===== src/rtl/core/idv_pkg.sv =====
package idv_pkg;

  localparam int unsigned IdLength = 18;
  localparam int unsigned PosW     = 5;
  localparam logic [PosW-1:0] PosSat = PosW'(IdLength + 1);
  localparam int unsigned YearW    = 14;
  localparam logic [YearW-1:0] MaxYearReset = YearW'(2025);
  localparam int unsigned AddrW    = 3;
  localparam int unsigned DataW    = 32;

  typedef enum logic [2:0] {
    StatusValid     = 3'd0,
    StatusBadLength = 3'd1,
    StatusBadChar   = 3'd2,
    StatusYearLate  = 3'd3,
    StatusBadLeap   = 3'd4,
    StatusBadCheck  = 3'd5
  } status_e;

  typedef enum logic [0:0] {
    RegMaxBirthYear = 1'b0
  } reg_idx_e;

  typedef struct packed {
    logic [7:0] char_code;
    logic       end_marker;
  } in_req_t;

  typedef struct packed {
    logic [2:0] status;
    logic       is_valid;
  } out_rsp_t;

  function automatic logic [3:0] weight(input logic [PosW-1:0] pos);
    logic [3:0] w;
    unique case (pos)
      5'd0:    w = 4'd7;
      5'd1:    w = 4'd9;
      5'd2:    w = 4'd10;
      5'd3:    w = 4'd5;
      5'd4:    w = 4'd8;
      5'd5:    w = 4'd4;
      5'd6:    w = 4'd2;
      5'd7:    w = 4'd1;
      5'd8:    w = 4'd6;
      5'd9:    w = 4'd3;
      5'd10:   w = 4'd7;
      5'd11:   w = 4'd9;
      5'd12:   w = 4'd10;
      5'd13:   w = 4'd5;
      5'd14:   w = 4'd8;
      5'd15:   w = 4'd4;
      5'd16:   w = 4'd2;
      default: w = 4'd0;
    endcase
    return w;
  endfunction

  function automatic logic [7:0] check_char(input logic [3:0] sum);
    logic [7:0] c;
    unique case (sum)
      4'd0:    c = "1";
      4'd1:    c = "0";
      4'd2:    c = "X";
      4'd3:    c = "9";
      4'd4:    c = "8";
      4'd5:    c = "7";
      4'd6:    c = "6";
      4'd7:    c = "5";
      4'd8:    c = "4";
      4'd9:    c = "3";
      4'd10:   c = "2";
      default: c = "1";
    endcase
    return c;
  endfunction

  function automatic logic [7:0] leap_char(input logic [PosW-1:0] pos);
    logic [7:0] c;
    unique case (pos)
      5'd10:   c = "0";
      5'd11:   c = "2";
      5'd12:   c = "2";
      default: c = "9";
    endcase
    return c;
  endfunction

  // x mod 11 for x <= 127 via reciprocal 187/2048
  function automatic logic [3:0] mod11(input logic [6:0] x);
    logic [14:0] p;
    logic [3:0]  q;
    logic [6:0]  r;
    p = 15'(x) * 15'd187;
    q = p[14:11];
    r = x - 7'(q * 7'd11);
    return r[3:0];
  endfunction

endpackage


===== src/rtl/core/id_number_check_digit_validator.sv =====
// A terminator request's status is registered and appears in the cycle after acceptance.
// Throughput: one character or terminator request per cycle; input stalls only
// while a status waits in the output register and out_ready_i is low.
// Reset (rst_ni low, asynchronous): per-string state cleared except pair_q and
// cent_q, output empty, max_birth_year back to 2025.
module id_number_check_digit_validator (
  input  logic                          clk_i,
  input  logic                          rst_ni,
  input  logic                          in_valid_i,
  output logic                          in_ready_o,
  input  idv_pkg::in_req_t              in_req_i,
  output logic                          out_valid_o,
  input  logic                          out_ready_i,
  output idv_pkg::out_rsp_t             out_rsp_o,
  input  logic                          psel,
  input  logic                          penable,
  input  logic                          pwrite,
  input  logic [idv_pkg::AddrW-1:0]     paddr,
  input  logic [idv_pkg::DataW-1:0]     pwdata,
  output logic [idv_pkg::DataW-1:0]     prdata,
  output logic                          pready
);

  localparam int unsigned PosW  = idv_pkg::PosW;
  localparam int unsigned YearW = idv_pkg::YearW;

  logic [YearW-1:0] max_year_q;
  logic [PosW-1:0]  pos_q, pos_d;
  logic [3:0]       sum_q, sum_d;
  logic             bad_q, bad_d;
  logic [YearW-1:0] year_q, year_d;
  logic [6:0]       pair_q, pair_d;
  logic [6:0]       cent_q, cent_d;
  logic             leap_match_q, leap_match_d;
  logic             check_q, check_d;
  logic             out_valid_q;
  idv_pkg::out_rsp_t out_rsp_q;

  logic             accept;
  logic             cfg_wr;
  logic [7:0]       c;
  logic             digit;
  logic [3:0]       dv;
  logic [6:0]       prod;
  logic [6:0]       pair_ext;
  logic [7:0]       want;
  logic             leap;
  idv_pkg::status_e status;

  assign pready     = 1'b1;
  assign in_ready_o = !out_valid_q || out_ready_i;
  assign accept     = in_valid_i && in_ready_o;
  assign cfg_wr     = psel && penable && pwrite && pready;
  assign prdata     = (paddr[2] == idv_pkg::RegMaxBirthYear) ?
                      idv_pkg::DataW'(max_year_q) : '0;

  assign c        = in_req_i.char_code;
  assign digit    = (c >= "0") && (c <= "9");
  assign dv       = digit ? c[3:0] : 4'd0;
  assign prod     = 7'(dv) * 7'(idv_pkg::weight(pos_q));
  assign pair_ext = 7'(pair_q * 7'd10) + 7'(dv);
  assign want     = idv_pkg::check_char(sum_q);

  always_comb begin
    pos_d        = pos_q;
    sum_d        = sum_q;
    bad_d        = bad_q;
    year_d       = year_q;
    pair_d       = pair_q;
    cent_d       = cent_q;
    leap_match_d = leap_match_q;
    check_d      = check_q;
    if (pos_q < PosW'(idv_pkg::IdLength - 1)) begin
      if (!digit) begin
        bad_d = 1'b1;
      end
      sum_d  = idv_pkg::mod11(7'(sum_q) + prod);
      if (pos_q >= 5'd6 && pos_q <= 5'd9) begin
        year_d = YearW'(year_q * YearW'(10)) + YearW'(dv);
        if (pos_q == 5'd6 || pos_q == 5'd8) begin
          pair_d = 7'(dv);
        end else begin
          pair_d = pair_ext;
        end
        if (pos_q == 5'd7) begin
          cent_d = pair_ext;
        end
      end
      if (pos_q >= 5'd10 && pos_q <= 5'd13 && c != idv_pkg::leap_char(pos_q)) begin
        leap_match_d = 1'b0;
      end
    end else if (pos_q == PosW'(idv_pkg::IdLength - 1)) begin
      if (!digit && c != "x" && c != "X") begin
        bad_d = 1'b1;
      end
      if (want == "X") begin
        check_d = (c == "X") || (c == "x");
      end else begin
        check_d = (c == want);
      end
    end
    if (pos_q < idv_pkg::PosSat) begin
      pos_d = pos_q + PosW'(1);
    end
  end

  // year is four decimal digits: century pair in cent_q, last pair in pair_q
  assign leap = (pair_q == 7'd0) ? (cent_q[1:0] == 2'b00) : (pair_q[1:0] == 2'b00);

  always_comb begin
    priority if (pos_q != PosW'(idv_pkg::IdLength)) begin
      status = idv_pkg::StatusBadLength;
    end else if (bad_q) begin
      status = idv_pkg::StatusBadChar;
    end else if (year_q > max_year_q) begin
      status = idv_pkg::StatusYearLate;
    end else if (leap_match_q && !leap) begin
      status = idv_pkg::StatusBadLeap;
    end else if (!check_q) begin
      status = idv_pkg::StatusBadCheck;
    end else begin
      status = idv_pkg::StatusValid;
    end
  end

  always_ff @(posedge clk_i or negedge rst_ni) begin
    if (!rst_ni) begin
      max_year_q <= idv_pkg::MaxYearReset;
    end else if (cfg_wr && paddr[2] == idv_pkg::RegMaxBirthYear) begin
      max_year_q <= pwdata[YearW-1:0];
    end
  end

  always_ff @(posedge clk_i or negedge rst_ni) begin
    if (!rst_ni) begin
      pos_q        <= '0;
      sum_q        <= '0;
      bad_q        <= 1'b0;
      year_q       <= '0;
      leap_match_q <= 1'b1;
      check_q      <= 1'b0;
    end else if (accept) begin
      if (in_req_i.end_marker) begin
        pos_q        <= '0;
        sum_q        <= '0;
        bad_q        <= 1'b0;
        year_q       <= '0;
        leap_match_q <= 1'b1;
        check_q      <= 1'b0;
      end else begin
        pos_q        <= pos_d;
        sum_q        <= sum_d;
        bad_q        <= bad_d;
        year_q       <= year_d;
        leap_match_q <= leap_match_d;
        check_q      <= check_d;
      end
    end
  end

  always_ff @(posedge clk_i) begin
    if (accept && !in_req_i.end_marker) begin
      pair_q <= pair_d;
      cent_q <= cent_d;
    end
  end

  always_ff @(posedge clk_i or negedge rst_ni) begin
    if (!rst_ni) begin
      out_valid_q <= 1'b0;
    end else if (accept && in_req_i.end_marker) begin
      out_valid_q <= 1'b1;
    end else if (out_ready_i) begin
      out_valid_q <= 1'b0;
    end
  end

  always_ff @(posedge clk_i) begin
    if (accept && in_req_i.end_marker) begin
      out_rsp_q.status   <= status;
      out_rsp_q.is_valid <= (status == idv_pkg::StatusValid);
    end
  end

  assign out_valid_o = out_valid_q;
  assign out_rsp_o   = out_rsp_q;

endmodule


===== config.mk =====
export PLATFORM = sky130hd
export DESIGN_NAME = id_number_check_digit_validator
export DESIGN_NICKNAME = d
export VERILOG_FILES = /design/src/rtl/core/idv_pkg.sv /design/src/rtl/core/id_number_check_digit_validator.sv
export SDC_FILE = /design/constraint.sdc
export NUM_CORES = 1
export LEC_CHECK = 0
export ABC_AREA = 1
export CORE_ASPECT_RATIO = 1.5
export CORE_MARGIN = 4
export CORE_UTILIZATION = 61
export CTS_CLUSTER_SIZE = 14
export DETAILED_ROUTE_END_ITERATION = 10
export DONT_BUFFER_PORTS = 1
export PLACE_DENSITY = 0.79
export SLEW_MARGIN = 20
export SYNTH_ARGS = -nofsm -noshare
export SYNTH_HDL_FRONTEND = slang
export SYNTH_SLANG_ARGS = --single-unit

===== constraint.sdc =====
create_clock -name clk_i -period 9.8 [get_ports clk_i]
set_clock_uncertainty 0.2 [all_clocks]
set_input_delay 2.94 -clock clk_i [delete_from_list [all_inputs] [get_ports clk_i]]
set_output_delay 2.94 -clock clk_i [all_outputs]
set_load 0.005 [all_outputs]

Word-level counts from Yosys, hierarchy flattened:

Memory sizes are Yosys's and may differ from the RTL's.
Cells that the tools add are included.

* register bits: 54
* ROM bits: 224
* word-level logic and storage cells: 125
* memories: 2

* add/sub/neg operators: 5
* multiply operators: 5
* $lt $le $gt $ge: 9
* equality and inequality tests: 17
* muxes and demuxes: 32
* bitwise operators: 1
* reduce and logical (&&, ||, !) cells: 41

Memory list
* (name not given): depth 32, width 4, rd ports 1, clocked after memory_dff 0, wr ports 0, RTL line idv_pkg.sv:36 `unique case (pos)`
* (name not given): depth 16, width 6, rd ports 1, clocked after memory_dff 0, wr ports 0, RTL line idv_pkg.sv:61 `unique case (sum)`

Operators with widths (number)
* 14-bit 2-to-1 mux: 4
* 8-bit by 7-bit equality test with 1-bit output, second input constant: 3
* 5-bit by 4-bit equality test with 1-bit output, second input constant: 4
* 4-bit 2-to-1 mux: 4
* 8-bit by 7-bit != test with 1-bit output, second input constant: 2
* 7-bit by 8-bit multiplier with 15-bit output, second input constant: 1
* 1-bit 2-to-1 mux: 15
* 3-bit 2-to-1 mux: 5
* 14-bit by 4-bit adder with 14-bit output: 1
* 14-bit greater-than comparator: 1
* 14-bit by 3-bit multiplier with 13-bit output, second input constant: 1
* 1-bit logical AND: 13
* 3-bit AND reduction: 4
* 2-bit nonzero test: 6
* 5-bit by 3-bit equality test with 1-bit output, second input constant: 2
* 5-bit by 4-bit less-or-equal comparator with 1-bit output, second input constant: 2
* 5-bit less-than comparator, second input constant: 2
* 5-bit 2-to-1 mux: 2
* 8-bit equality test: 1
* 8-bit by 6-bit greater-or-equal comparator with 1-bit output, second input constant: 1
* 8-bit by 6-bit less-or-equal comparator with 1-bit output, second input constant: 1
* 8-bit 2-to-1 mux: 1
* 8-bit != test: 1
* 4-bit one-hot mux with 2 select lines: 1
* 23 further kinds: 32

Depth between registers and ports, before layout:

* word-level depth: 10
* gate-level depth with buffers: 57

Least setup slack after synthesis:

OpenSTA, ideal clock, no wires.

* path type: input to register
* start point: input in_req_i[1] (netlist bit)
* end point: register sum_q[3]
* arrival: 11.321 ns
* data required time: 9.484 ns
* setup slack: -1.837 ns
* cell stages on the path: 49
* buffers on the path: 0
* cell sequence: inv_1 nor3_1 nand4_1 nand3_1 nand2_1 inv_1 nand2_1 inv_1 nand3_1 fa_1 fa_1 fa_1 inv_1 ha_1 a21oi_1 nand2_1 nand2_1 nand2_1 [13 not listed] nand3_1 nand2_1 nand2_1 ha_1 inv_1 fa_1 inv_1 ha_1 a31oi_1 nand3_1 nand2_1 inv_1 nand3_1 nand2_1 nand2_1 nand2_1 nand2_1 nand2_1

* longest elaborated chain between the ends: 10
* elaborated cells between the ends (all ways): 11

Ends and longest elaborated chain
* from (decl): RTL line id_number_check_digit_validator.sv:11 `input idv_pkg::in_req_t in_req_i,`
* 8-bit by 6-bit greater-or-equal comparator with 1-bit output / 8-bit by 6-bit less-or-equal comparator with 1-bit output (equally long branches): RTL line id_number_check_digit_validator.sv:58 `assign digit = (c >= "0") && (c <= "9");`
* 1-bit logical AND: RTL line id_number_check_digit_validator.sv:58
* 4-bit 2-to-1 mux (*): RTL line id_number_check_digit_validator.sv:59 `assign dv = digit ? c[3:0] : 4'd0;`
* 4-bit by 4-bit multiplier with 7-bit output (*): RTL line id_number_check_digit_validator.sv:60 `assign prod = 7'(dv) * 7'(idv_pkg::weight(pos_q));`
* 4-bit by 7-bit adder with 7-bit output (*): RTL line id_number_check_digit_validator.sv:77 `sum_d = idv_pkg::mod11(7'(sum_q) + prod);`
* 7-bit by 8-bit multiplier with 15-bit output: RTL line idv_pkg.sv:94 `p = 15'(x) * 15'd187;`
* 4-bit by 4-bit multiplier with 4-bit output: RTL line idv_pkg.sv:96 `r = x - 7'(q * 7'd11);`
* 4-bit subtractor (*): RTL line idv_pkg.sv:96
* 4-bit 2-to-1 mux (*): RTL line id_number_check_digit_validator.sv:73 `if (pos_q < PosW'(idv_pkg::IdLength - 1)) begin`
* 4-bit 2-to-1 mux (*): RTL line id_number_check_digit_validator.sv:143 `if (in_req_i.end_marker) begin`
* to (signal assigned): RTL line id_number_check_digit_validator.sv:152 `sum_q <= sum_d;`
* to (decl): RTL line id_number_check_digit_validator.sv:29 `logic [3:0] sum_q, sum_d;`

Mark *: on every way between the ends. The rest lies on a longest branch, timed or not. The select of a mux whose other input is x is not followed.
A chain may end at the register's enable or synchronous reset.

Worst setup path in the final report:

Same ends and word-level chain as after synthesis.

==> flow_summary.json <==
{
  "status": "finished, violations left",
  "failed_checks": "negative setup slack",
  "die-area_mm2": 0.01241,
  "die_height_um": 134.4,
  "route.final.wire_length_mm": 16.38,
  "yosysSeqAreaShare": 0.2196,
  "gpl.final_weighted_congestion": 0.9067,
  "final_nets": 1129,
  "die_extent_in_x_um": 92.29,
  "grt_pass1_vias": 6047,
  "initial_utilization": 0.6343,
  "synth_ff_type": "dfrtp_1",
  "initial_antenna_violation_count": 0,
  "p_clk_frac": 0.157,
  "hold_crit_class": "reg2reg",
  "fin_ws_ps": -1302,
  "whs_endpoint": "leap_match_q",
  "slew_headroom": 0.3758,
  "antenna_cells_inserted": 0,
  "ys_top_cells_by_count": "inv_1 (178), nand2_1 (169), ha_1 (103)",
  "synth_warnings": 0,
  "floorplan.core_area_mm2": 0.01025,
  "detail_route.first_pass.iterations": 5,
  "m1WireLength_mm": 5.774,
  "tritoncts": "yes",
  "power.ir.vdd_worst_v": 0.0001715,
  "final_layout_size_suffix_gt1_frac": 0.1867,
  "first_pass_grt_wire_length_mm": 26.63,
  "cts_inserted_buffers": 5,
  "synth-async-reset-ratio": 0.7593,
  "fin_total_pwr_mw": 1.297,
  "drt-wirelength-per-cell_um": 15.04,
  "dr_top_layer": "met4",
  "cts.sinks": 54,
  "critical_path.reg2reg.endpoint": "sum_q[3]",
  "critical_path_peak_fanout": 4,
  "ctsHoldBuffers": 0,
  "critical-path-slowest-cell": "fa_1",
  "ys_ff_latch": 54,
  "hold_start": "leap_match_q",
  "share_seq_of_total_power": 0.212,
  "number_of_rows_in_the_core_area": 45,
  "p_per_area_mw_per_mm2": 169.6,
  "synth_top_area_share": 0.1983,
  "critical_path.startpoint_type": "input port",
  "initialDrtViolationCount": 337,
  "sw_frac_of_total": 0.4352,
  "synth-edff-count": 13,
  "grt_max_degree": 42,
  "yosys.cell_types.count": 46,
  "netsw_mw": 0.5642,
  "timing.rr.start": "pos_q[0]",
  "worst-r2r-cell-count": 47,
  "max_stage_delay_ps": 560,
  "synth.cell_area_mm2": 0.006500,
  "overflow": 0,
  "met3WireLength_um": 654,
  "final-max-slew-violation-count": 0,
  "regToRegSetupSlack_ps": 560,
  "post_drt_via_cell_ratio": 5.480,
  "cell_internal_pwr_mw": 0.7324,
  "synthToLayoutAreaGrowth_pct": 17.59,
  "finalSetupTns_ps": -3354,
  "cts-htree-levels": 2,
  "insertion_delay_to_the_later_sink_of_the_worst_skew_pair_ps": 300,
  "share_comb_of_total_power": 0.631,
  "critical_path_arrival_ps": 11100,
  "worstMarginPinSlew_ps": 933.6,
  "postSynthAreaPerCell_um2": 7.429,
  "clk_pin_slew_ps": 70,
  "leakagePower_nw": 4.200,
  "achievable-frequency_mhz": 90.07,
  "path_common_cell": "nand2_1",
  "detailedPlacementHpwl_mm": 12.83,
  "clock-root-buffer": "clkbuf_16",
  "post_synthesis_cell_type_with_the_largest_combined_area": "ha_1",
  "finalSetupViolations": 4,
  "rsz0062_at_grt": "yes",
  "critical_path.endpoint_type": "register",
  "drt_drc_violations_left": 0,
  "worst_ep_required_time_ps": 9800,
  "final_antenna_net_count": 0,
  "synthTopCellsByArea": "ha_1 (20%), dfrtp_1 (12%), inv_1 (10%)",
  "post-route-min-period_ps": 11100,
  "routed_via_count": 5968,
  "worstHoldPathCells": 2,
  "synthMostInstantiatedCell": "inv_1",
  "wl_met2_mm": 9.241,
  "report.final.hold_viol_count": 0,
  "crit_type": "in2reg",
  "buffer_ports.inserted": 0,
  "io-pin-count": 90,
  "post_synth_inst_count": 875,
  "layout_worst_path_cycle_share": 1.133,
  "deepest_clock_path_buffer_count": 2,
  "max-cap-violations": 0,
  "grtUsageTotal": 0.2645
}
## what timing repair did
item,CTS,global route
resized for setup,39,26
setup buffers,17,4
pin swaps,32,19
setup endpoints to repair,4,4
## through the flow
stage                       util  setup WS, ps  hold slack, ps  area, µm²  instances
final                     0.7459         -1302           266.5       7644       1089
after global routing      0.7459         -1708           272.5       7644       1089
after CTS                 0.7338         -1252           267.9       7520       1085
after detailed placement  0.6897         -1825           258.1       7068       1061
after global placement    0.6897         -1669           250.7       7068       1061
after floorplan                -         -1341           239.1       6673        892
## metal layers
metal / track usage / up-vias
li1: - / 2908
met1: 0.2668 / 2815
met2: 0.5236 / 190
met3: 0.02750 / 55
met4: 0.1339 / 0
met5: 0 / -
## power by group through the flow
stage | Sequential, mW | Combinational [mW] | Clock, mW
final | 0.275 | 0.818 | 0.203
after global routing | 0.278 | 0.917 | 0.214
after CTS | 0.275 | 0.761 | 0.205
after detailed placement | 0.279 | 0.672 | 0
after global placement | 0.278 | 0.637 | 0
after floorplan | 0.272 | 0.472 | 0
## critical path, delay by kind of cell
family | cells | cell delay [ps]
buffers and inverters | 10 | 640
AND/OR/NAND/NOR | 24 | 2010
adder cells (fa/ha/maj) | 12 | 4720
XOR/XNOR | 2 | 360
AO/OA/AOI/OAI | 3 | 420
## area by class of cell
class | count | area [µm²]
clock buffer | 6 | 128.9
clock inverter | 2 | 37.54
fill | 762 | 2604
inverter | 180 | 688.2
multi-input combinational | 631 | 4622
sequential | 54 | 1428
tap | 141 | 176.4
timing repair buffer | 75 | 563.0
## how the worst max path moves through the flow
stage	startpoint	to	slack, ps	cells past startpoint
2_1_floorplan	in_req_i[1]	sum_q[3]	-1340	48
3_3_place_gp	in_req_i[1]	sum_q[3]	-1670	50
3_5_place_dp	in_req_i[1]	sum_q[3]	-1830	49
4_1_cts	in_req_i[1]	sum_q[3]	-1250	54
5_1_grt	in_req_i[1]	sum_q[3]	-1710	51
6_report	in_req_i[1]	sum_q[3]	-1300	51
## cells by family (layout without fill, tap and decap cells)
kind of cell / after synthesis / in the layout / share of synthesized area
AOI/OAI and AO/OA: 107 / 107 / 0.09432
other: 2 / 19 / 0.001155
buffers and inverters: 207 / 263 / 0.1338
xor gates and xnor gates: 28 / 28 / 0.03888
adders and majority gates: 131 / 131 / 0.2845
DFF: 54 / 54 / 0.2196
and+or+nand+nor: 346 / 346 / 0.2277
## sequential cells by signal (all words and copies together), names as in the netlist, 2 cells and up
signal,flops
out_rsp_o,4
sum_q,4
max_year_q,14
pos_q,5
year_q,14
cent_q,2
pair_q,7
## cell usage in the layout (no fill, tap or decap), types with 8 or more instances in the layout
cell,instances
inv_1,161
nand3_2,8
edfxtp_1,13
nor3_1,11
conb_1,19
dfrtp_1,32
o21ai_0,26
inv_2,16
nand2_1,153
a21oi_1,40
xnor2_1,11
nand3_1,32
ha_4,12
buf_4,75
ha_1,90
xor2_1,15
fa_1,25
dfstp_2,9
nor2_1,89
nand2_2,12
nand4_1,16
Power figures use the tool's default switching activity.
